`src/sv/rmq_pkg.sv`:
```
// Shared types and constants for the rotation matrix to quaternion pipeline.
package rmq_pkg;

	// Widths fixed by the matrix and quaternion formats.
	localparam int FIELD_W = 18;
	localparam int DIFF_W  = 19;
	localparam int QB      = 19;

	localparam logic signed [FIELD_W-1:0] SAT_HI = 18'sh1FFFF;
	localparam logic signed [FIELD_W-1:0] SAT_LO = 18'sh20000;

	// Which quaternion component takes the square root directly.
	typedef enum logic [1:0] {
		LEAD_X = 2'd0,
		LEAD_Y = 2'd1,
		LEAD_Z = 2'd2,
		LEAD_W = 2'd3
	} lead_t;

	// The three numerators that get divided by twice the root.
	typedef struct packed {
		lead_t                    lead;
		logic signed [DIFF_W-1:0] da;
		logic signed [DIFF_W-1:0] db;
		logic signed [DIFF_W-1:0] dc;
	} side_t;

	// Division results handed to the output stage.
	typedef struct packed {
		lead_t           lead;
		logic [2:0]      neg;
		logic [2:0]      ovf;
		logic [QB-1:0]   qa;
		logic [QB-1:0]   qb;
		logic [QB-1:0]   qc;
	} dv_t;

endpackage

```
`src/sv/rmq_front.sv`:
```
// Front stage: picks the leading component, forms the radicand and the numerators.
module rmq_front #(
	parameter int FRAC_BITS = 16
) (
	input  logic                                 clk,
	input  logic                                 arst_n,
	input  logic                                 in_vld,
	output logic                                 in_rdy,
	input  logic signed [rmq_pkg::FIELD_W-1:0]   m00,
	input  logic signed [rmq_pkg::FIELD_W-1:0]   m01,
	input  logic signed [rmq_pkg::FIELD_W-1:0]   m02,
	input  logic signed [rmq_pkg::FIELD_W-1:0]   m10,
	input  logic signed [rmq_pkg::FIELD_W-1:0]   m11,
	input  logic signed [rmq_pkg::FIELD_W-1:0]   m12,
	input  logic signed [rmq_pkg::FIELD_W-1:0]   m20,
	input  logic signed [rmq_pkg::FIELD_W-1:0]   m21,
	input  logic signed [rmq_pkg::FIELD_W-1:0]   m22,
	output logic                                 out_vld,
	input  logic                                 out_rdy,
	output logic [((FRAC_BITS > 19) ? FRAC_BITS : 19) + 1:0] r_out,
	output rmq_pkg::side_t                       side_out
);
	import rmq_pkg::*;

	localparam int RW = ((FRAC_BITS > 19) ? FRAC_BITS : 19) + 2;

	logic signed [RW:0]    e00, e11, e22, one, tr, rr;
	lead_t                 lead;
	side_t                 side;
	logic [RW-1:0]         r_s1;
	side_t                 side_s1;
	logic                  v_s1;

	assign e00 = (RW+1)'(m00);
	assign e11 = (RW+1)'(m11);
	assign e22 = (RW+1)'(m22);
	assign one = (RW+1)'(1) <<< FRAC_BITS;
	assign tr  = e00 + e11 + e22;

	// Trace sign first, then the largest diagonal entry with ties to the earlier index.
	always_comb begin
		if (tr > 0) begin
			lead = LEAD_W;
		end else if (e00 < e11) begin
			lead = (e11 < e22) ? LEAD_Z : LEAD_Y;
		end else begin
			lead = (e00 < e22) ? LEAD_Z : LEAD_X;
		end
	end

	// Radicand and numerators for the chosen branch.
	always_comb begin
		side.lead = lead;
		case (lead)
			LEAD_W: begin
				rr      = tr + one;
				side.da = DIFF_W'(m21) - DIFF_W'(m12);
				side.db = DIFF_W'(m02) - DIFF_W'(m20);
				side.dc = DIFF_W'(m10) - DIFF_W'(m01);
			end
			LEAD_X: begin
				rr      = e00 - e11 - e22 + one;
				side.da = DIFF_W'(m21) - DIFF_W'(m12);
				side.db = DIFF_W'(m10) + DIFF_W'(m01);
				side.dc = DIFF_W'(m20) + DIFF_W'(m02);
			end
			LEAD_Y: begin
				rr      = e11 - e22 - e00 + one;
				side.da = DIFF_W'(m02) - DIFF_W'(m20);
				side.db = DIFF_W'(m21) + DIFF_W'(m12);
				side.dc = DIFF_W'(m01) + DIFF_W'(m10);
			end
			default: begin
				rr      = e22 - e00 - e11 + one;
				side.da = DIFF_W'(m10) - DIFF_W'(m01);
				side.db = DIFF_W'(m02) + DIFF_W'(m20);
				side.dc = DIFF_W'(m12) + DIFF_W'(m21);
			end
		endcase
	end

	assign in_rdy = !v_s1 || out_rdy;

	// Stage valid.
	always_ff @(posedge clk or negedge arst_n) begin
		if (!arst_n) begin
			v_s1 <= 1'b0;
		end else if (in_rdy) begin
			v_s1 <= in_vld;
		end
	end

	// Stage payload; a negative radicand is clamped to zero.
	always_ff @(posedge clk) begin
		if (in_rdy) begin
			r_s1    <= rr[RW] ? '0 : rr[RW-1:0];
			side_s1 <= side;
		end
	end

	assign out_vld  = v_s1;
	assign r_out    = r_s1;
	assign side_out = side_s1;

endmodule

```
`config.mk`:
```
export PLATFORM = sky130hd
export DESIGN_NAME = rmq_front
export DESIGN_NICKNAME = d
export VERILOG_FILES = /design/src/sv/rmq_pkg.sv /design/src/sv/rmq_front.sv
export SDC_FILE = /design/constraint.sdc
export NUM_CORES = 1
export LEC_CHECK = 0
export BUFFER_PORTS_ARGS = -buffer_cell sky130_fd_sc_hd__buf_2
export CAP_MARGIN = 0
export CORE_MARGIN = 10
export CORE_UTILIZATION = 30
export DETAILED_ROUTE_END_ITERATION = 10
export GPL_ROUTABILITY_DRIVEN = 0
export PLACE_DENSITY_LB_ADDON = 0.15
export SLEW_MARGIN = 20
export SYNTH_ARGS = -nofsm -noshare
export SYNTH_HDL_FRONTEND = slang
export SYNTH_SLANG_ARGS = --single-unit
```
`constraint.sdc`:
```
create_clock -name clk -period 3.1 [get_ports clk]
set_input_delay 0.31 -clock clk [delete_from_list [all_inputs] [get_ports clk]]
set_output_delay 0.31 -clock clk [all_outputs]
set_load 0.005 [all_outputs]
```
# After elaboration in Yosys (flattened, before gate mapping)
# Index checks and enable logic that the tools add are counted.
# classes
add_sub_neg	18
n_lt_le_gt_ge	4
eq_ne	2
n_mux	6
n_reduce_logical	3
# ops
op	n
$pmux 57 s3	1
$sub 18x18->19	6
$add 20x18->21 const B	4
$add 18x18->19	4
$pmux 22 s3	1
$sub 19x18->20	3
$lt 18x18->1	3
$add 19x18->20	1
$gt 20x1->1 const B	1
$mux 2	4
$eq 2x1->1 const B	1
$eq 2x2->1 const B	1
$logic_not 2->1	1
$logic_not 1->1	1
$logic_or 1x1->1	1
# word_totals
regBits	81
input_bits	166
out_inout_bits	82
wordCells	39

# Logic depth before layout (Yosys ltp)
# logic_depth
depth_word	6
ltp_mapped	25
ltp_nobuf	22

# Least setup slack after synthesis
# No wires, ideal clock.
# synth_timing
kind	input to register
from	in m00[1] in the netlist's numbering
to	reg r_s1[16], in the netlist r_out[16] (data pin)
setup_ns	0.275
t_arrival_ns	4.644
required_ns	2.825
path_slack_ns	-1.818
path_stages	24
n_path_buf	2
path_cell_list	fa_1 ha_1 inv_1 fa_1 nor2b_1 o2111ai_2 nand3_1 a211oi_2 o31ai_1 a21oi_1 xnor2_1 inv_1 ha_1 nand2_1 nor3_1 o2111ai_1 a2111o_1 nor4_2 a21boi_1 buf_4 a311o_1 a31oi_1 buf_4 a221oi_1
# synth_between
elab_chain_cells	6
word_cells_on_any_way	21
cone_classes	11 x add/sub; 3 x order compare; 2 x eq/ne; 4 x mux; 1 x reduce/logical
# synth_rtl
element	line	text
from (decl)	rmq_front.sv:9	input logic signed [rmq_pkg::FIELD_W-1:0] m00,
$add 18x18->19 / $lt 18x18->1 (equally long branches)	rmq_front.sv:38, rmq_front.sv:47	
$add 19x18->20 / $mux 2 (equally long branches)	rmq_front.sv:38, rmq_front.sv:47	
$gt 20x1->1 / $mux 2 (equally long branches)	rmq_front.sv:42, rmq_front.sv:44	
$mux 2	rmq_front.sv:42	if (tr > 0) begin
$eq 2x1->1, or another cell as far along	rmq_front.sv:54	case (lead)
$pmux 22 s3 (*)	rmq_front.sv:54	
to (signal assigned)	rmq_front.sv:96	r_s1 <= rr[RW] ? '0 : rr[RW-1:0];
to (decl)	rmq_front.sv:30	logic [RW-1:0] r_s1;
# Every way passes the cells marked *; elsewhere a longest branch is shown, timed or not.
# A chain may end at the register's enable or synchronous reset.

# Worst setup path after layout
# layout_timing
from	in m22[1] in the netlist's numbering
to	reg r_s1[6], in the netlist r_out[6] (data pin)
# layout_between
elab_chain_cells	6
word_cells_on_any_way	21
cone_classes	10 x add/sub; 3 x order compare; 2 x eq/ne; 5 x mux; 1 x reduce/logical
# layout_rtl
element	line	text
from (decl)	rmq_front.sv:17	input logic signed [rmq_pkg::FIELD_W-1:0] m22,
parallel branches: the longest is 5 deep, another holds $add 20x18->21	-	
$pmux 22 s3 (*)	rmq_front.sv:54	
# Mark *: on every way between the ends.

==> metrics.yaml <==
clocking:
  htreeDepth: 3
  clkTransAtPathRegs_ps: 60
  cts_tree: "done"
  ctsLongestPathBuffers: 2
  cts.sinks: 81
  cts_made_buffers: 9
  root_buffer: "clkbuf_16"
  insertion_delay_ps: 370
min_path:
  worstHoldPathType: "in -> reg"
  hold_path_depth: 2
  holdPathEnd: "out_vld$_DFFE_PN0P_"
  holdCritStartpoint: "in_vld"
layout:
  nets: 3266
  n_antenna_cell: 0
  fin_cells: 3430
  drive_above_1_share: 0.3311
  final_area_um2: 23720
  fill_cells: 5588
  syn2layout_area_growth_pct: 41.72
timing:
  fin_ws_ps: -1591
  hold_viol: 0
  timing.fmax_mhz: 213.2
  worst_slew_pin_slew_ps: 742.5
  relSlewSlack: 0.5050
  maxSlewViolCount: 0
  fin_crit_ps: 4691
  skew_ps: 7.015
  finalSetupViolCount: 79
  min_period_over_period: 1.513
  rsz0062_at_grt: "yes"
floorplanning:
  die_width_um: 256.2
  start_util: 0.3032
  io_pins: 248
  die_h_um: 256.2
  row_count: 86
  die_area_um2: 65640
  fp.coreArea_um2: 55200
pwr:
  vdd_drop_max_v: 0.0002837
  total_power_mw: 11.27
  power.density_nw_per_um2: 475.2
  leakage_nw: 11.62
detailed_routing:
  wl_per_cell_um: 19.20
  drtIter0Drc: 997
  wl_mm: 65.86
  viasPerCell: 4.977
  first_pass_iters: 5
  via_count: 17070
  ant_nets: 0
  drc_errors: 0
setup_path:
  worstRegToRegCells: 2
  r2r-start: "out_vld$_DFFE_PN0P_"
  setup.worst_path.start_class: "input port"
  critPathTopFamily: "compound AO/OA/AOI/OAI gates"
  cp_slowest_cell: "fa_1"
  endpoint_kind: "flip-flop"
  reg2reg_to: "side_out[39]$_DFFE_PP_"
  cp.arrival_ps: 4800
  crit_fanout: 8
  path_class: "in -> reg"
  crit_top_cell: "ha_2"
  path_buf_inv: 6
  critPathRequiredTime_ps: 3210
  r2r_slack_ps: 1450
  max_stage_delay_ps: 540
global_route:
  antenna_found_initial: 2
  grt-ovfl-total: 0
  grt_max_degree: 46
  first_global_vias: 17750
  track_usage: 0.1934
  grt_pass1_wl_mm: 100.1
run:
  cap_viol_max_count: 0
yosys:
  synthMostInstantiatedCell: "ha_1"
  synth_seq_cells: 81
  syn_area_per_cell_um2: 8.632
  synth_edf_count: 80
  yosys.cell_types.count: 78
  synth_nets: 2528
  synth_top_cell_by_area: "ha_1"
  syn_area_um2: 16740
  ys_seq_area_frac: 0.1450
  netlist_instances: 1939
  synth_top_flop_cell: "edfxtp_1"
  synthDominantCellAreaShare: 0.2504
  synth.cells.most_frequent: "ha_1, inv_1, nor2_1"
  synthTopCellsByArea: "ha_1, edfxtp_1, fa_1"
  ys_async_sr_fraction: 0.01235
  yosysWarningCount: 0
outcome:
  violations: "negative setup slack"
  status: "complete, but fails checks"
placement:
  dpl-instance-area_um2: 22850
  dp_hpwl_mm: 56.60
  numPortBuffers: 247
  placed_cells: 3395
[how the worst max path moves through the flow]
stage	from	end	slack, ps	cells after the start
global placement	m00[1]	side_out[2]$_DFFE_PP_	-2120	26
global route	m00[5]	r_out[1]$_SDFFCE_PP0P_	-1810	24
floorplan	m00[1]	r_out[6]$_SDFFCE_PP0P_	-1540	24
finish	m22[1]	r_out[6]$_SDFFCE_PP0P_	-1590	26
detailed placement	m00[1]	side_out[2]$_DFFE_PP_	-2200	26
CTS	m22[1]	r_out[6]$_SDFFCE_PP0P_	-1620	26
[sequential cells by signal, indices dropped and copies added, names as in the netlist]
register / flops
out_vld: 1
r_out: 21
side_out: 59
[repair_timing]
| action | in CTS | in global routing |
|---|---|---|
| hold endpoints to repair | 1 | 0 |
| buffers inserted | 8 | 11 |
| cloned | 1 | 1 |
| hold buffers | 1 | 0 |
| pin swaps | 20 | 17 |
| resized for setup | 40 | 52 |
| setup endpoints to repair | 79 | 79 |
[report_power, final]
part	switching [mW]	internal [mW]	total, mW
Combinational	4.11	3.91	8.02
Sequential	0.311	1.75	2.06
Clock	0.482	0.708	1.19
Total	4.91	6.37	11.3
[worst reg2reg max path, cell delays in order (launching register included)]
cell and delay, ps:
dfrtp_1 400, nand2b_4 540, buf_12 340
[kinds of logic after synthesis]
logic type               share of synthesized area
AO/OA/AOI/OAI                               0.2222
AND/OR/NAND/NOR                             0.1342
adder cells (fa/ha/maj)                     0.3557
buffers and inverters                      0.06556
XOR/XNOR                                   0.07117
flip-flops                                  0.1450
multiplexers                              0.005981
other                                    0.0002241
[placed cells by master (no fill, tap or decap), types with 14 or more instances in the layout]
| master | n |
|---|---|
| buf_4 | 513 |
| ha_1 | 332 |
| buf_2 | 246 |
| inv_1 | 215 |
| nor2_1 | 147 |
| a21oi_1 | 121 |
| xnor2_1 | 102 |
| fa_1 | 86 |
| edfxtp_1 | 80 |
| nand2_1 | 76 |
| o21ai_0 | 66 |
| nor3_1 | 52 |
| nand2b_1 | 37 |
| a21o_1 | 33 |
| xor2_1 | 33 |
| o22ai_1 | 28 |
| nand3_1 | 27 |
| nor2b_1 | 26 |
| a31oi_1 | 24 |
| a22oi_1 | 23 |
| a211oi_1 | 20 |
| or3_1 | 20 |
| o21bai_1 | 19 |
| o21a_1 | 17 |
| o31ai_1 | 17 |
| o211ai_1 | 15 |
| buf_12 | 15 |
| buf_6 | 15 |
| a221oi_1 | 14 |
[stage by stage]
step | setup slack [ps] | setup TNS (ps) | hold WS [ps] | utilization
3_5_place_dp | -2200 | -158460 | 88.76 | 0.4140
4_1_cts | -1616 | -114440 | 128.4 | 0.4241
6_report | -1591 | -114720 | 137.2 | 0.4297
2_1_floorplan | -1542 | -114370 | 14.41 | -
5_1_grt | -1814 | -133230 | 137.9 | 0.4297
3_3_place_gp | -2121 | -152960 | 84.52 | 0.4140
[layer usage]
layer / vias up / wire length (um) / GRT usage
met2: 444 / 32330 / 0.3426
met3: 61 / 3423 / 0.02298
met5: - / 0 / 0
li1: 8357 / - / -
met1: 8208 / 29100 / 0.2475
met4: 0 / 1011 / 0.03968
[final cells by class]
type,instances,area [um2],share of cell area
clock inverters,3,67.56,0.002848
multi-input cells,1574,13590,0.5730
repair buffers,795,5647,0.2381
well taps,748,935.9,0.03946
flip-flops and latches,81,2427,0.1023
inverters,216,810.8,0.03418
clock buffers,13,240.2,0.01013
Power figures use the tool's default switching activity.
