### src/sv/rmq_pkg.sv
// Shared types and constants for the rotation matrix to quaternion pipeline.
package rmq_pkg;

	// Widths fixed by the matrix and quaternion formats.
	localparam int FIELD_W = 18;
	localparam int DIFF_W  = 19;
	localparam int QB      = 19;

	localparam logic signed [FIELD_W-1:0] SAT_HI = 18'sh1FFFF;
	localparam logic signed [FIELD_W-1:0] SAT_LO = 18'sh20000;

	// Which quaternion component takes the square root directly.
	typedef enum logic [1:0] {
		LEAD_X = 2'd0,
		LEAD_Y = 2'd1,
		LEAD_Z = 2'd2,
		LEAD_W = 2'd3
	} lead_t;

	// The three numerators that get divided by twice the root.
	typedef struct packed {
		lead_t                    lead;
		logic signed [DIFF_W-1:0] da;
		logic signed [DIFF_W-1:0] db;
		logic signed [DIFF_W-1:0] dc;
	} side_t;

	// Division results handed to the output stage.
	typedef struct packed {
		lead_t           lead;
		logic [2:0]      neg;
		logic [2:0]      ovf;
		logic [QB-1:0]   qa;
		logic [QB-1:0]   qb;
		logic [QB-1:0]   qc;
	} dv_t;

endpackage

### src/sv/rmq_sqrt.sv
// Pipelined integer square root, one root bit per stage.
module rmq_sqrt #(
	parameter int FRAC_BITS = 16
) (
	input  logic                                 clk,
	input  logic                                 arst_n,
	input  logic                                 in_vld,
	output logic                                 in_rdy,
	input  logic [((FRAC_BITS > 19) ? FRAC_BITS : 19) + 1:0] r_in,
	input  rmq_pkg::side_t                       side_in,
	output logic                                 out_vld,
	input  logic                                 out_rdy,
	output logic [(((FRAC_BITS > 19) ? FRAC_BITS : 19) + 3 + FRAC_BITS) / 2 - 1:0] s_out,
	output rmq_pkg::side_t                       side_out
);
	import rmq_pkg::*;

	localparam int RW  = ((FRAC_BITS > 19) ? FRAC_BITS : 19) + 2;
	localparam int NW  = RW + FRAC_BITS;
	localparam int NB  = (NW + 1) / 2;
	localparam int RMW = 2 * NB;
	localparam int TW  = RMW + 1;

	logic [RMW-1:0] rem_s  [NB];
	logic [NB-1:0]  root_s [NB];
	side_t          side_s [NB];
	logic           v_s    [NB];
	logic           rdy    [NB+1];

	assign rdy[NB] = out_rdy;
	assign in_rdy  = rdy[0];

	for (genvar k = 0; k < NB; k++) begin : g_stage
		localparam int B = NB - 1 - k;
		logic [RMW-1:0] rem_in;
		logic [NB-1:0]  root_in;
		side_t          side_pre;
		logic           v_pre;
		logic [TW-1:0]  t;
		logic           take;

		if (k == 0) begin : g_first
			assign rem_in   = RMW'(r_in) << FRAC_BITS;
			assign root_in  = '0;
			assign side_pre = side_in;
			assign v_pre    = in_vld;
		end else begin : g_next
			assign rem_in   = rem_s[k-1];
			assign root_in  = root_s[k-1];
			assign side_pre = side_s[k-1];
			assign v_pre    = v_s[k-1];
		end

		// Try setting this root bit: subtract 2*R*2^b + 2^2b if it fits.
		assign t    = (TW'(root_in) << (B + 1)) | (TW'(1) << (2 * B));
		assign take = TW'(rem_in) >= t;
		assign rdy[k] = !v_s[k] || rdy[k+1];

		always_ff @(posedge clk or negedge arst_n) begin
			if (!arst_n) begin
				v_s[k] <= 1'b0;
			end else if (rdy[k]) begin
				v_s[k] <= v_pre;
			end
		end

		always_ff @(posedge clk) begin
			if (rdy[k]) begin
				rem_s[k]  <= take ? RMW'(TW'(rem_in) - t) : rem_in;
				root_s[k] <= take ? (root_in | (NB'(1) << B)) : root_in;
				side_s[k] <= side_pre;
			end
		end
	end

	assign out_vld  = v_s[NB-1];
	assign s_out    = root_s[NB-1];
	assign side_out = side_s[NB-1];

endmodule

### config.mk
export PLATFORM = sky130hd
export DESIGN_NAME = rmq_sqrt
export DESIGN_NICKNAME = d
export VERILOG_FILES = /design/src/sv/rmq_pkg.sv /design/src/sv/rmq_sqrt.sv
export SDC_FILE = /design/constraint.sdc
export NUM_CORES = 2
export LEC_CHECK = 0
export BUFFER_PORTS_ARGS = -buffer_cell sky130_fd_sc_hd__buf_2
export CAP_MARGIN = 25
export CORE_UTILIZATION = 55
export CTS_CLUSTER_DIAMETER = 120
export DETAILED_ROUTE_END_ITERATION = 6
export GPL_TIMING_DRIVEN = 0
export MAX_ROUTING_LAYER = met4
export PLACE_DENSITY = 0.72
export SYNTH_ARGS = -nofsm -noshare
export SYNTH_HDL_FRONTEND = slang
export SYNTH_SLANG_ARGS = --single-unit
### constraint.sdc
create_clock -name clk -period 12.23 [get_ports clk]
set_input_delay 0.6115 -clock clk [delete_from_list [all_inputs] [get_ports clk]]
set_output_delay 0.6115 -clock clk [all_outputs]
set_load 0.01 [all_outputs]
; ---- Word-level counts from Yosys, hierarchy flattened
; Memory sizes are Yosys's and may differ from the RTL's.
; Index checks and enable logic that the tools add are counted.
[totals]
rom_bits = 0
ramBits = 2204
mem_count = 3
latchBits = 0
inputBits = 84
wordCells = 174
reg_bits = 19
[mem_list]
columns = name, words, width, read_ports, rd_clocked_by_memory_dff, write_ports, line_no
row1 = side_s, 19, 59, 19, 0, 19, rmq_sqrt.sv:26  ; side_t side_s [NB];
row2 = rem_s, 19, 38, 18, 0, 19, rmq_sqrt.sv:24  ; logic [RMW-1:0] rem_s [NB];
row3 = root_s, 19, 19, 19, 0, 19, rmq_sqrt.sv:25  ; logic [NB-1:0] root_s [NB];
[op_classes]
reduce_logical = 38
eq_ne = 0
addsub = 19
div = 0
n_lt_le_gt_ge = 19
n_bitwise = 0
mux = 76
shifts = 0
n_mul = 0
[ops]
columns = cell, n
row1 = 2-to-1 mux 38 bit, 19
row2 = 2-to-1 mux 1 bit, 39
row3 = >= comparator 38 x 20 -> 1 bit, 1
row4 = >= comparator 38 x 21 -> 1 bit, 1
row5 = >= comparator 38 x 22 -> 1 bit, 1
row6 = >= comparator 38 x 23 -> 1 bit, 1
row7 = >= comparator 38 x 24 -> 1 bit, 1
row8 = >= comparator 38 x 25 -> 1 bit, 1
row9 = >= comparator 38 x 26 -> 1 bit, 1
row10 = >= comparator 38 x 27 -> 1 bit, 1
row11 = >= comparator 38 x 28 -> 1 bit, 1
row12 = >= comparator 38 x 29 -> 1 bit, 1
row13 = >= comparator 38 x 30 -> 1 bit, 1
row14 = >= comparator 38 x 31 -> 1 bit, 1
row15 = >= comparator 38 x 32 -> 1 bit, 1
row16 = >= comparator 38 x 33 -> 1 bit, 1
row17 = >= comparator 38 x 34 -> 1 bit, 1
row18 = >= comparator 38 x 35 -> 1 bit, 1
row19 = >= comparator 38 x 36 -> 1 bit, 1
row20 = >= comparator 38 x 37 -> 1 bit, 1
row21 = subtractor 37 x 37 -> 38 bit (second input constant), 1
row22 = subtractor 38 x 20 -> 38 bit, 1
row23 = subtractor 38 x 21 -> 38 bit, 1
row24 = subtractor 38 x 22 -> 38 bit, 1
row25 = 36 further kinds, 72

; ---- Depth between registers and ports, before layout
[depth]
word_depth = 22
ltp_mapped = 12

; ---- Worst setup path before layout
; No wires, ideal clock.
[synth_path]
kind = input to register
startpoint = in out_rdy
endpoint = mem rem_s[0][16] (netlist bit), enable pin
n_path_buf = 0
arrival_ns = 10.424
slack_ns = 0.581
cell_stages = 7
setup_time_ns = 1.225
cell_sequence = nand2b_1 -> nor2_1 -> inv_1 -> nor2_1 -> nand3_1 -> nor3_1 -> nand4_1
[synth_lines]
columns = item, line_no
row1 = "start, declared", rmq_sqrt.sv:12  ; input logic out_rdy,
row2 = "end, declared", rmq_sqrt.sv:24

==> flow_summary.ini <==
[status]
run_status = finished, final reports clean

[yosys]
syn_inst = 3854
register_bit_count_reported_by_yosys = 1775
syn_area_um2 = 66850
synth_edf_count = 1756
synth-async-reset-ratio = 0.01070
sequential_area_share_after_synthesis = 0.7960
synthFlopType = sky130_fd_sc_hd__edfxtp_1
synth.yosys.warnings = 0
yosysUniqueCellTypes = 77
syn_area_per_cell_um2 = 17.34

[detailed_routing]
total_number_of_vias = 32050
detail_route.iter0.violations = 1990
first_pass_iters = 5
post-route-drc-count = 0
finalWirelength_um = 106800
route.detailed.wl_per_inst_um = 17.63
antenna_violating_nets_post_route = 0
vias_per_cell = 5.290

[timing]
maxSlewHeadroom = 0.3474
fin_worst_skew_ns = 0.04995
final_period_minus_worst_setup_slack_ns = 6.384
max_freq_mhz = 156.6
final.period_utilization = 0.5220
worstMarginPinSlew_ns = 0.9754
rsz0062_at_grt = no
setup_viol = 0
final_hold_viol_count = 0
final.setup.worst_slack_ns = 5.846
drv_slew = 0

[floorplanning]
die_h_um = 350.6
die_w_um = 350.6
num_rows = 127
starting_density_of_the_core = 0.5557
fp.coreArea_um2 = 120300
io_pins = 164
die-area_um2 = 122900

[global_routing]
first_global_vias = 33020
grt-ovfl-total = 0
grtUsageTotal = 0.1842
grt_start_max_net_pins = 78
antenna_violations_before_repair = 1
grt_pass1_wl_um = 171300

[critical_path]
setup.worst_path.end_class = output port
critical_path_peak_fanout = 40
rrSetupSlack_ns = 6.43
critPathTopFamily = simple AND/OR/NAND/NOR gates
worst_setup_path_start_kind = register
critical_path_class = register to output port
worst_path_largest_cell_delay_ns = 0.75
cp_slowest_cell = sky130_fd_sc_hd__nand4_1
cp_data_arrival_time_ns = 5.77
worst-endpoint-required_ns = 11.62
worstPathBufferInverterCount = 3
crit_path_cell_trace = nand2b_4, nor2_1, inv_4, nor2_1, nand3_4, nor3_1, buf_2, nand4_1, buf_2

[run]
drv_cap = 0

[hold_path]
worst_hold_path_type = input port to asynchronous set/reset pin

[final_layout]
number_of_inserted_diodes = 0
post_route_cells_drive_above_1_share = 0.1221
n_fill_cell = 8204
postLayoutCoreUtil = 0.6397
finish.net_count = 4584
area_growth_pct = 15.11

[cts]
h_tree_lvls = 4
postCtsSetupBuffers = 0
clk_pin_slew_ns = 0.06
clockBufferDepth = 3
cts_sinks = 1775
cts.hold.buffers_added = 82
post_cts.resized_instances = 0
tritoncts = done
clk-insertion-delay-late_ns = 0.79
clock-root-buffer = sky130_fd_sc_hd__clkbuf_16
cts-buffers-inserted = 172

[place]
detailedPlace.worstSlack_ns = 5.889
detailed_place_hpwl_um = 70070
placement.io_buffers = 162
routabilityCongestion = 0.9120

[power]
ir_drop_uv = 183.5
power.density_cell_area_nw_per_um2 = 213.9
power.static_leakage_nw = 29.19
[cell usage after synthesis (17+ instances only)]
library cell | number | area [um^2]
sky130_fd_sc_hd__a211oi_1 | 29 | 217.7
sky130_fd_sc_hd__a21o_1 | 51 | 382.9
sky130_fd_sc_hd__a21oi_1 | 123 | 615.6
sky130_fd_sc_hd__clkbuf_1 | 31 | 116.4
sky130_fd_sc_hd__dfrtp_1 | 19 | 475.5
sky130_fd_sc_hd__edfxtp_1 | 1756 | 52730
sky130_fd_sc_hd__ha_1 | 190 | 2377
sky130_fd_sc_hd__inv_1 | 244 | 915.9
sky130_fd_sc_hd__mux2_2 | 43 | 484.2
sky130_fd_sc_hd__nand2_1 | 176 | 660.6
sky130_fd_sc_hd__nand2b_1 | 41 | 256.5
sky130_fd_sc_hd__nand3_1 | 44 | 220.2
sky130_fd_sc_hd__nand4_1 | 28 | 175.2
sky130_fd_sc_hd__nor2_1 | 177 | 664.4
sky130_fd_sc_hd__nor2b_1 | 18 | 112.6
sky130_fd_sc_hd__nor3_1 | 91 | 455.4
sky130_fd_sc_hd__nor4_1 | 48 | 300.3
sky130_fd_sc_hd__o21a_1 | 46 | 345.3
sky130_fd_sc_hd__o21ai_0 | 159 | 795.8
sky130_fd_sc_hd__o31ai_1 | 25 | 187.7
sky130_fd_sc_hd__or3_1 | 31 | 193.9
sky130_fd_sc_hd__or4_1 | 17 | 127.6
sky130_fd_sc_hd__xnor2_1 | 117 | 1025
sky130_fd_sc_hd__xor2_1 | 132 | 1156
[power by group]
group,total (mW),internal (mW),switching [mW],leakage [nW]
registers,8.82,8.21,0.614,18.0
logic,2.40,1.02,1.38,8.43
clock network,5.23,3.00,2.24,2.76
total,16.5,12.2,4.23,29.2
[logic make-up after synthesis]
family                     after synthesis  share of synthesized area
other                                    1                 0.00005610
adders and majority gates              197                    0.03766
buffers and inverters                  280                    0.01580
AOI/OAI and AO/OA                      547                    0.05224
DFF                                   1775                     0.7960
muxes                                   50                   0.008292
xor gates and xnor gates               249                    0.03263
and+or+nand+nor                        755                    0.05737
[flip-flops by register name, summed over array words and instances (netlist names)]
register / flops
out_vld: 1
root_s: 190
rem_s: 445
side_s: 1121
g_stage.v_pre: 18
[through the flow]
step	cell area (um^2)	power (mW)	instances	hold slack [ns]	TNS [ns]
global route	76940	17.23	6058	0.3120	0
floorplan	66850	10.53	3855	0.3159	0
global placement	69680	11.23	5629	0.4002	-2862.22
detailed placement	70410	11.31	5657	0.4045	0
CTS	76930	16.61	6056	0.2518	0
finish	76940	16.46	6058	0.3214	0
[layout by cell type, fill, tap and decap left out, types with 26 or more instances in the layout]
| cell | synthesis | layout |
|---|---|---|
| sky130_fd_sc_hd__edfxtp_1 | 1756 | 1756 |
| sky130_fd_sc_hd__inv_1 | 244 | 239 |
| sky130_fd_sc_hd__ha_1 | 190 | 190 |
| sky130_fd_sc_hd__nor2_1 | 177 | 177 |
| sky130_fd_sc_hd__clkbuf_16 | 0 | 173 |
| sky130_fd_sc_hd__nand2_1 | 176 | 170 |
| sky130_fd_sc_hd__buf_2 | 4 | 169 |
| sky130_fd_sc_hd__o21ai_0 | 159 | 159 |
| sky130_fd_sc_hd__xor2_1 | 132 | 132 |
| sky130_fd_sc_hd__a21oi_1 | 123 | 123 |
| sky130_fd_sc_hd__xnor2_1 | 117 | 117 |
| sky130_fd_sc_hd__nor3_1 | 91 | 91 |
| sky130_fd_sc_hd__dlygate4sd3_1 | 0 | 82 |
| sky130_fd_sc_hd__clkbuf_1 | 31 | 68 |
| sky130_fd_sc_hd__a21o_1 | 51 | 51 |
| sky130_fd_sc_hd__nor4_1 | 48 | 48 |
| sky130_fd_sc_hd__o21a_1 | 46 | 46 |
| sky130_fd_sc_hd__mux2_2 | 43 | 43 |
| sky130_fd_sc_hd__nand2b_1 | 41 | 40 |
| sky130_fd_sc_hd__nand3_1 | 44 | 39 |
| sky130_fd_sc_hd__clkinv_2 | 0 | 34 |
| sky130_fd_sc_hd__or3_1 | 31 | 31 |
| sky130_fd_sc_hd__a211oi_1 | 29 | 29 |
| sky130_fd_sc_hd__nand4_1 | 28 | 28 |
| sky130_fd_sc_hd__clkinv_1 | 0 | 26 |
[layer usage]
metal | wire length (um) | vias up | part of all wire | track usage
met2 | 56770 | 623 | 0.53 | 0.3263
met3 | 3992 | 216 | 0.037 | 0.03308
met4 | 3180 | 0 | 0.030 | 0.06898
li1 | - | 15630 | - | -
met5 | 0 | - | 0 | -
met1 | 42870 | 15580 | 0.40 | 0.2075
[layout make-up]
cell class	count	area [um^2]	area share
Sequential cell	1775	53210	0.6915
Multi-Input combinational cell	1800	12700	0.1651
Tap cell	1612	2017	0.02621
Buffer	36	140.1	0.001821
Inverter	244	928.4	0.01207
Timing Repair Buffer	274	2250	0.02924
Clock inverter	100	1136	0.01477
Clock buffer	217	4564	0.05932
[path summary, 6_finish.rpt]
path / cells past startpoint / to / start
setup / recovery: 9 / in_rdy / out_vld$_DFFE_PN0P_
hold / removal: 2 / g_stage[13].v_pre$_DFFE_PN0P_ / arst_n
setup reg to reg: 12 / side_s[0][5]$_DFFE_PP_ / out_vld$_DFFE_PN0P_
hold reg to reg: 0 / side_s[9][36]$_DFFE_PP_ / side_s[8][36]$_DFFE_PP_
max in group asynchronous: 2 / g_stage[3].v_pre$_DFFE_PN0P_ / arst_n
min in group clk: 0 / side_s[9][36]$_DFFE_PP_ / side_s[8][36]$_DFFE_PP_
[worst reg2reg max path, stage by stage, from the launching register on]
cell                       delay [ns]
sky130_fd_sc_hd__dfrtp_1         0.44
sky130_fd_sc_hd__nand2b_4        0.29
sky130_fd_sc_hd__nor2_1          0.55
sky130_fd_sc_hd__inv_4           0.35
sky130_fd_sc_hd__nor2_1          0.64
sky130_fd_sc_hd__nand3_4         0.57
sky130_fd_sc_hd__nor3_1          0.67
sky130_fd_sc_hd__buf_2           0.30
sky130_fd_sc_hd__nand4_1         0.75
sky130_fd_sc_hd__buf_8           0.47
sky130_fd_sc_hd__buf_8           0.19
sky130_fd_sc_hd__buf_8           0.18
sky130_fd_sc_hd__buf_8           0.17
(Power assumes the default switching activity.)
