## src/sv/rmq_pkg.sv

```systemverilog
// Shared types and constants for the rotation matrix to quaternion pipeline.
package rmq_pkg;

	// Widths fixed by the matrix and quaternion formats.
	localparam int FIELD_W = 18;
	localparam int DIFF_W  = 19;
	localparam int QB      = 19;

	localparam logic signed [FIELD_W-1:0] SAT_HI = 18'sh1FFFF;
	localparam logic signed [FIELD_W-1:0] SAT_LO = 18'sh20000;

	// Which quaternion component takes the square root directly.
	typedef enum logic [1:0] {
		LEAD_X = 2'd0,
		LEAD_Y = 2'd1,
		LEAD_Z = 2'd2,
		LEAD_W = 2'd3
	} lead_t;

	// The three numerators that get divided by twice the root.
	typedef struct packed {
		lead_t                    lead;
		logic signed [DIFF_W-1:0] da;
		logic signed [DIFF_W-1:0] db;
		logic signed [DIFF_W-1:0] dc;
	} side_t;

	// Division results handed to the output stage.
	typedef struct packed {
		lead_t           lead;
		logic [2:0]      neg;
		logic [2:0]      ovf;
		logic [QB-1:0]   qa;
		logic [QB-1:0]   qb;
		logic [QB-1:0]   qc;
	} dv_t;

endpackage

```

## src/sv/rmq_back.sv

```systemverilog
// Output stage: saturation, component placement and the degenerate case.
module rmq_back #(
	parameter int FRAC_BITS = 16
) (
	input  logic                                 clk,
	input  logic                                 arst_n,
	input  logic                                 in_vld,
	output logic                                 in_rdy,
	input  logic [(((FRAC_BITS > 19) ? FRAC_BITS : 19) + 3 + FRAC_BITS) / 2 - 1:0] s_in,
	input  rmq_pkg::dv_t                         dv_in,
	output logic                                 out_vld,
	input  logic                                 out_rdy,
	output logic signed [rmq_pkg::FIELD_W-1:0]   qx,
	output logic signed [rmq_pkg::FIELD_W-1:0]   qy,
	output logic signed [rmq_pkg::FIELD_W-1:0]   qz,
	output logic signed [rmq_pkg::FIELD_W-1:0]   qw,
	output logic                                 degenerate
);
	import rmq_pkg::*;

	localparam int RW = ((FRAC_BITS > 19) ? FRAC_BITS : 19) + 2;
	localparam int NB = (RW + FRAC_BITS + 1) / 2;
	localparam int LW = NB + FIELD_W;

	// Signed, saturated quotient of one lane.
	function automatic logic signed [FIELD_W-1:0] fix_lane(
		input logic [QB-1:0] q,
		input logic          neg,
		input logic          ovf
	);
		logic signed [FIELD_W-1:0] res;
		if (!neg) begin
			res = (ovf || q > QB'(131071)) ? SAT_HI : FIELD_W'(q);
		end else begin
			res = (ovf || q >= QB'(131072)) ? SAT_LO : FIELD_W'(-q);
		end
		return res;
	endfunction

	logic [NB-1:0]             half;
	logic signed [FIELD_W-1:0] lc, ca, cb, cc;
	logic signed [FIELD_W-1:0] x_c, y_c, z_c, w_c;
	logic                      dg;
	logic signed [FIELD_W-1:0] qx_s1, qy_s1, qz_s1, qw_s1;
	logic                      dg_s1, v_s1;

	// Lead component is the root halved, rounded half up.
	assign half = NB'(((NB+1)'(s_in) + (NB+1)'(1)) >> 1);
	assign lc   = (LW'(half) > LW'(131071)) ? SAT_HI : FIELD_W'(half);
	assign ca   = fix_lane(dv_in.qa, dv_in.neg[0], dv_in.ovf[0]);
	assign cb   = fix_lane(dv_in.qb, dv_in.neg[1], dv_in.ovf[1]);
	assign cc   = fix_lane(dv_in.qc, dv_in.neg[2], dv_in.ovf[2]);
	assign dg   = (s_in == '0);

	// Place the lanes according to which component led.
	always_comb begin
		case (dv_in.lead)
			LEAD_W: begin
				x_c = ca; y_c = cb; z_c = cc; w_c = lc;
			end
			LEAD_X: begin
				w_c = ca; y_c = cb; z_c = cc; x_c = lc;
			end
			LEAD_Y: begin
				w_c = ca; z_c = cb; x_c = cc; y_c = lc;
			end
			default: begin
				w_c = ca; x_c = cb; y_c = cc; z_c = lc;
			end
		endcase
	end

	assign in_rdy = !v_s1 || out_rdy;

	always_ff @(posedge clk or negedge arst_n) begin
		if (!arst_n) begin
			v_s1 <= 1'b0;
		end else if (in_rdy) begin
			v_s1 <= in_vld;
		end
	end

	// Output register; a zero root forces every component to zero.
	always_ff @(posedge clk) begin
		if (in_rdy) begin
			qx_s1 <= dg ? '0 : x_c;
			qy_s1 <= dg ? '0 : y_c;
			qz_s1 <= dg ? '0 : z_c;
			qw_s1 <= dg ? '0 : w_c;
			dg_s1 <= dg;
		end
	end

	assign out_vld    = v_s1;
	assign qx         = qx_s1;
	assign qy         = qy_s1;
	assign qz         = qz_s1;
	assign qw         = qw_s1;
	assign degenerate = dg_s1;

endmodule

```

## config.mk

```make
export PLATFORM = sky130hd
export DESIGN_NAME = rmq_back
export DESIGN_NICKNAME = d
export VERILOG_FILES = /design/src/sv/rmq_pkg.sv /design/src/sv/rmq_back.sv
export SDC_FILE = /design/constraint.sdc
export NUM_CORES = 1
export LEC_CHECK = 0
export BUFFER_PORTS_ARGS = -buffer_cell sky130_fd_sc_hd__buf_4
export CAP_MARGIN = 5
export CORE_MARGIN = 1
export CORE_UTILIZATION = 54
export CTS_CLUSTER_SIZE = 28
export DETAILED_ROUTE_END_ITERATION = 16
export PLACE_DENSITY = 0.86
export SETUP_SLACK_MARGIN = 0.05
export SLEW_MARGIN = 10
export SYNTH_ARGS = -nofsm -noshare
export SYNTH_HDL_FRONTEND = slang
export SYNTH_SLANG_ARGS = --single-unit
export TNS_END_PERCENT = 20
```

## constraint.sdc

```tcl
create_clock -name clk -period 8.8 [get_ports clk]
set_input_delay 1.76 -clock clk [delete_from_list [all_inputs] [get_ports clk]]
set_output_delay 1.76 -clock clk [all_outputs]
set_load 0.005 [all_outputs]
```

* Word-level counts from Yosys, hierarchy flattened
Cells that the tools add are included.
W data, S select, Z words.
** Cells by class
- Add/sub/neg operators :: 4
- Magnitude comparators :: 7
- Eq/ne operators :: 2
- Multiplexer cells :: 14
- Reductions and logical operators :: 11
** Operator list (count)
- $mux W18 :: 11
- $gt A19 B17 Y1 const B :: 4
- $pmux W18 S2 :: 2
- $ge A19 B18 Y1 const B :: 3
- $neg A18 Y18 :: 3
- $pmux W18 S3 :: 1
- $add A19 B1 Y20 const B :: 1
- $logic_not A19 Y1 :: 1
- $logic_or A1 B1 Y1 :: 7
- $eq A2 B1 Y1 const B :: 1
- $eq A2 B2 Y1 const B :: 1
- $logic_not A2 Y1 :: 1
- $reduce_or A2 Y1 :: 1
- $logic_not A1 Y1 :: 1
** Storage, ports and cells
- Bits in registers :: 74
- Input port bits :: 88
- Output and inout port bits :: 75

* Longest topological paths before layout
Gate-level depths: netlist (run 1).
- Depth in word-level cells :: 5
- Mapped depth :: 10
- Gate-level depth less buffers :: 8

* Worst setup path after synthesis (run 1)
Ideal clock, no wire load.
- Path kind :: input -> output
- Start point :: in out_rdy
- End point :: out in_rdy
- Arrival :: 3.599 ns
- Path slack :: 3.441 ns
- Cell stages on the path :: 1
- Path buffers :: 0
- Path through :: nand2b_1
** Between the ends
- Cells in the longest elaborated chain, start to end :: 1
** RTL lines
- from (decl) :: line rmq_back.sv:12 : input logic out_rdy,
- $logic_or A1 B1 Y1 :: line rmq_back.sv:73 : assign in_rdy = !v_s1 || out_rdy;
- to (decl) :: line rmq_back.sv:8 : output logic in_rdy,
Every way passes these cells.

* Worst setup path after layout (run 1)
Ends and elaborated chain as after synthesis.

==> results.cfg, run 1 <==
[status]
outcome = completed

[synth]
syn-num-nets = 883
async_reset_ff_frac = 0.01351
synthCells = 783
synth_simple_gate_area_frac = 0.2547
synth_flop_cell = edfxtp_1
yosysUniqueCellTypes = 77
yosysMostFrequentCell = nor2_1
muxShareOfSynthArea = 0.006476
yosys-top-cells-area = edfxtp_1 (34%), nor2_1 (5.3%), nor3_1 (4.1%)
syn-cell-area_um2 = 6376
synth_top_area_cell = edfxtp_1
yosysSeqAreaShare = 0.3477
synth_seq_cells = 74
synth_edf_count = 73
syn_avg_cell_area_um2 = 8.143
synthAdderAreaFrac = 0.02355
synth_top_area_share = 0.3438
synth_compound_area_frac = 0.3028
ys_top_cells_by_count = nor2_1 (90), edfxtp_1 (73), nand2_1 (60), clkbuf_1 (52), nor3_1 (52)
yosysWarnings = 0
synth_top_family_by_area = compound AO/OA/AOI/OAI gates
yosys.area_share.xor_xnor = 0.01099

[timing]
period_minus_slack_ns = 4.632
fin_hold_ws_ns = 1.193
skew_ns = 0.01075
tns_ns = 0
slew_headroom = 0.2939
setup_ws_ns = 4.168
drv_slew = 0
setup_viol = 0
finalHoldViolations = 0
fmax_ghz = 0.2159
worst_pin_slew_ns = 1.059
timing.final.crit_share = 0.5264
rsz0062_at_grt = no

[critical_path]
r2r-end = qw[10]$_SDFFCE_PP0P_
arrival_ns = 2.87
crit_path_end_kind = primary output
slowest_delay_ns = 0.78
timing.rr.start = out_vld$_DFFE_PN0P_
critPathLaunchType = primary input
r2r_slack_ns = 7.22
crit_top_cell = buf_4
path_cells = buf_4 -> nand2b_4 -> buf_4
crit_path_top_delay_cell = nand2b_4
crit_required_ns = 7.04
crit_fanout = 75
critical_path_class = primary input to primary output
worst-r2r-cell-count = 1

[detailed_routing]
ant_nets = 0
via_per_inst = 7.103
vias = 7501
wirelength_mm = 22.99
firstDrtPassIters = 9
drt_iter0_markers = 1407
drc = 0
wire_per_inst_um = 21.77

[place]
portBuffers = 162
gp_congestion = 1.045
dp_cells = 1040
dpl.hpwl_mm = 17.10
preCtsSetupSlack_ns = 4.085

[clocking]
cts_root_buf = clkbuf_16
cts.reportedPaths.clkPinSlew_ns = 0.05
cts_max_path_buffers = 2
cts_sinks = 74
cts_hold_buf = 0
htreeDepth = 3
cts_made_buffers = 9
postCtsSetupRepairBufs = 0
worst_skew_pair.late_latency_ns = 0.34
cts_tree = built
cts_resized = 0

[final_layout]
final_nets = 1008
final_cells = 1056
area_delta_synth_final_pct = 23.76
seq_area_um2 = 2217
layout-drive-gt1-share = 0.2278
multiInputGateArea_um2 = 3829
fill_cells = 957
n_antenna_cell = 0

[grt]
grt_pass1_vias = 6557
grt_max_degree = 76
grt-ovfl-total = 0
antenna_found_initial = 0
grt_pass1_wl_mm = 35.33
grt_usage = 0.3636

[floorplanning]
core-area_um2 = 11470
die_height_um = 110.7
die_area_um2 = 12250
initial_utilization = 0.5560
io_pins = 163
num_rows = 39
die_x_um = 110.7

[job]
maxCapViolations = 0

[power]
p_per_area_nw_per_um2 = 139.8
peakVddDrop_mv = 0.1343
p_leak_uw = 0.003012

[worst_hold_path]
hold_path_class = primary input to asynchronous set/reset pin
[cell usage in the layout (no fill, tap or decap), types with 5 or more instances in the layout]
master | Yosys | routed
a21o_1 | 9 | 9
or3_1 | 19 | 19
a211o_1 | 9 | 9
xor2_1 | 5 | 5
edfxtp_1 | 73 | 73
inv_1 | 30 | 30
or4_1 | 7 | 7
nand3_1 | 19 | 19
ha_1 | 12 | 12
o31a_1 | 5 | 5
o311ai_0 | 6 | 6
nand2_1 | 60 | 60
nor2_1 | 90 | 90
nand4_1 | 21 | 21
a211oi_1 | 24 | 24
nor3_1 | 52 | 51
o211ai_1 | 10 | 10
a31oi_1 | 13 | 13
nor4_1 | 15 | 15
o21ai_0 | 45 | 45
a31o_2 | 5 | 5
a21oi_1 | 46 | 46
o31ai_1 | 8 | 8
buf_4 | 0 | 171
a221oi_1 | 26 | 26
nand2b_1 | 6 | 5
a22oi_1 | 10 | 10
clkbuf_16 | 0 | 9
[critical path: cells and delay by family]
kind                   cells  cell delay, ns
buffers and inverters      2            0.32
and+or+nand+nor            1            0.78
[worst max path at each step]
stage / startpoint / to / cells after the start
floorplan: out_rdy / in_rdy / 1
global placement: out_rdy / in_rdy / 3
detailed placement: dv_in[64] / qz[14]$_SDFFCE_PP0P_ / 8
CTS: out_rdy / in_rdy / 3
global route: dv_in[64] / qz[14]$_SDFFCE_PP0P_ / 8
finish: out_rdy / in_rdy / 3
[cell type report]
cell class | instances | area share
clock buffer | 13 | 0.03044
clock inverter | 3 | 0.002378
inverter | 33 | 0.01570
multi-input combinational | 619 | 0.4852
sequential | 74 | 0.2810
tap | 143 | 0.02267
timing repair buffer | 171 | 0.1627
[metrics by stage]
stage | cell area, um2 | utilization | total power (uW)
floorplan | 6376 | - | 605.2
global placement | 7632 | 0.6656 | 766.4
detailed placement | 7632 | 0.6656 | 771.9
CTS | 7891 | 0.6882 | 1092
global route | 7891 | 0.6882 | 1136
finish | 7891 | 0.6882 | 1103
[where the power goes]
part / total [uW] / internal, uW / switching [uW]
Clock: 328 / 191 / 137
Combinational: 319 / 136 / 183
Sequential: 456 / 441 / 15.6
[layer usage]
metal	up-vias	wire, um	global-route usage
met5	-	0	0
met4	0	1059	0.1742
met3	97	2756	0.06725
met2	628	10370	0.5669
met1	3450	8808	0.4880
li1	3326	-	-
[flip-flops by register name, indices dropped and copies added (netlist names)]
| name | flops |
|---|---|
| degenerate | 1 |
| out_vld | 1 |
| qw | 18 |
| qx | 18 |
| qy | 18 |
| qz | 18 |
[logic make-up (layout without fill, tap and decap cells)]
family	after synthesis	after routing
compound gates	272	272
buf+inv	90	220
xor+xnor	8	8
mux	4	4
fa+ha+maj	12	12
simple gates	323	323
flops	74	74
Note: power is estimated with default switching activity, not from simulation.
==> run 2: changes to the inputs <==
--- a/config.mk
+++ b/config.mk
@@ -8,10 +8,10 @@
 export BUFFER_PORTS_ARGS = -buffer_cell sky130_fd_sc_hd__buf_4
 export CAP_MARGIN = 5
 export CORE_MARGIN = 1
-export CORE_UTILIZATION = 54
+export CORE_UTILIZATION = 49
 export CTS_CLUSTER_SIZE = 28
 export DETAILED_ROUTE_END_ITERATION = 16
-export PLACE_DENSITY = 0.86
+export PLACE_DENSITY = 0.83
 export SETUP_SLACK_MARGIN = 0.05
 export SLEW_MARGIN = 10
 export SYNTH_ARGS = -nofsm -noshare
==> constraint.sdc (replaced) <==
create_clock -name clk -period 4.1 [get_ports clk]
set_input_delay 0.82 -clock clk [delete_from_list [all_inputs] [get_ports clk]]
set_output_delay 0.82 -clock clk [all_outputs]
set_load 0.005 [all_outputs]
==> run 2 against run 1 <==
Highest routed layer unchanged. Sequential cell count unchanged. Largest cell class unchanged. Via count up 0.75%. Critical path type is now primary input to flop. Largest power group unchanged. Worst setup slack worse by 3.4 ns.
==> results.cfg, run 2 (synthesis results as in run 1) <==
[timing]
skew_ns = 0.009608
fmax_ghz = 0.3033
period_minus_slack_ns = 3.297
finalHoldViolations = 0
rsz0062_at_grt = no
timing.final.crit_share = 0.8041
fin_hold_ws_ns = 0.2467
drv_slew = 0
slew_headroom = 0.2466
tns_ns = 0
worst_pin_slew_ns = 1.116
setup_viol = 0

[power]
combPwrFrac = 0.277
switching_share = 0.2942
p_leak_uw = 0.003102
power_frac_seq = 0.388
intPower_uw = 1781
peakVddDrop_mv = 0.2262
p_per_area_nw_per_um2 = 311.8
p_sw_uw = 742.3
finalPower_uw = 2523
p_clk_frac = 0.336

[clocking]
cts_made_buffers = 9
cts_hold_buf = 0
htreeDepth = 3
cts_max_path_buffers = 2
cts_sinks = 74
cts_root_buf = clkbuf_16
cts_tree = built
postCtsSetupRepairBufs = 0
cts.reportedPaths.clkPinSlew_ns = 0.06
cts_resized = 0
worst_skew_pair.late_latency_ns = 0.34

[grt]
grt_pass1_vias = 6571
grt_usage = 0.3503
antenna_found_initial = 0
grt-ovfl-total = 0
grt_max_degree = 75
grt_pass1_wl_mm = 35.78

[floorplanning]
die_x_um = 116.1
die_area_um2 = 13470
die_height_um = 116.1
num_rows = 41
io_pins = 163
initial_utilization = 0.5032
core-area_um2 = 12670

[place]
portBuffers = 162
gp_congestion = 0.9546
placed_area_um2 = 7779
dpl.hpwl_mm = 17.46

[detailed_routing]
via_per_inst = 6.883
drc = 0
drt_iter0_markers = 1087
firstDrtPassIters = 8
vias = 7557
wire_per_inst_um = 21.52
ant_nets = 0
wirelength_mm = 23.62

[final_layout]
area_delta_synth_final_pct = 26.92
layout_common_cells = buf_4 (183), nor2_1 (90), edfxtp_1 (73)
layout_commonest_cell = buf_4
fill_cells = 1113
final_nets = 1021
multiInputGateArea_um2 = 3829
fin_area_um2 = 8093
n_antenna_cell = 0
layout-drive-gt1-share = 0.2397
postLayoutCoreUtil = 0.6387
seq_area_um2 = 2217

[critical_path]
crit_required_ns = 4.18
crit_fanout = 9
critPathLaunchType = primary input
r2r-end = qz[12]$_SDFFCE_PP0P_
arrival_ns = 3.37
slowest_delay_ns = 0.54
cp_num_buf_inv = 1
worst-r2r-cell-count = 2
r2r_slack_ns = 2.47
cpLargestDelayFamily = compound AO/OA/AOI/OAI gates
timing.rr.start = out_vld$_DFFE_PN0P_
crit_path_end_kind = flop
path_cells = buf_4 -> nor3_2 -> nor2_1 -> a31oi_1 -> o311ai_0 -> a222oi_1 -> nor2_1
worst-path-stages = 7
crit_top_cell = nor2_1
crit_path_top_delay_cell = nor3_2
critical_path_class = primary input to flop

[worst_hold_path]
hold_path_class = primary input to asynchronous set/reset pin

[status]
outcome = completed

[job]
maxCapViolations = 0
## run 2: how the worst max path moves through the flow
stage	from	to	slack (ns)
after floorplan	out_rdy	in_rdy	0.62
after global placement	dv_in[17]	qz[10]$_SDFFCE_PP0P_	0.58
after detailed placement	dv_in[17]	qz[10]$_SDFFCE_PP0P_	0.60
after CTS	dv_in[17]	qz[10]$_SDFFCE_PP0P_	0.92
after global routing	dv_in[17]	qz[10]$_SDFFCE_PP0P_	0.67
final	dv_in[17]	qz[10]$_SDFFCE_PP0P_	0.80
## run 2: stage by stage
step | setup WS, ns | cells
6_report | 0.8033 | 1098
5_1_grt | 0.6653 | 1098
4_1_cts | 0.9218 | 1098
3_5_place_dp | 0.5970 | 1082
3_3_place_gp | 0.5808 | 1082
2_1_floorplan | 0.6212 | 783
## run 2: power groups by stage
stage          Sequential, uW  Clock, uW  Combinational [uW]
3_3_place_gp              991          0                 668
5_1_grt                   985        875                 749
2_1_floorplan             995          0                 304
3_5_place_dp              993          0                 674
4_1_cts                   978        846                 679
6_report                  978        847                 698
## run 2: layer usage
layer	routed length [um]	vias to the layer above	track usage
met1	9065	3517	0.4512
met4	1223	0	0.1709
li1	-	3351	-
met3	2818	102	0.08264
met5	0	-	0
met2	10520	587	0.5532
## run 2: layout make-up
type	count	area share
clock buffer	12	0.02922
inverter	33	0.01531
multi-input combinational	619	0.4731
sequential	74	0.2740
tap	172	0.02659
timing repair buffer	184	0.1722
clock inverter	4	0.009586
## run 2: worst reg2reg max path, stage by stage (launching register included)
cell and delay [ns]:
dfrtp_1 0.40, nand2b_4 0.08, buf_4 0.74
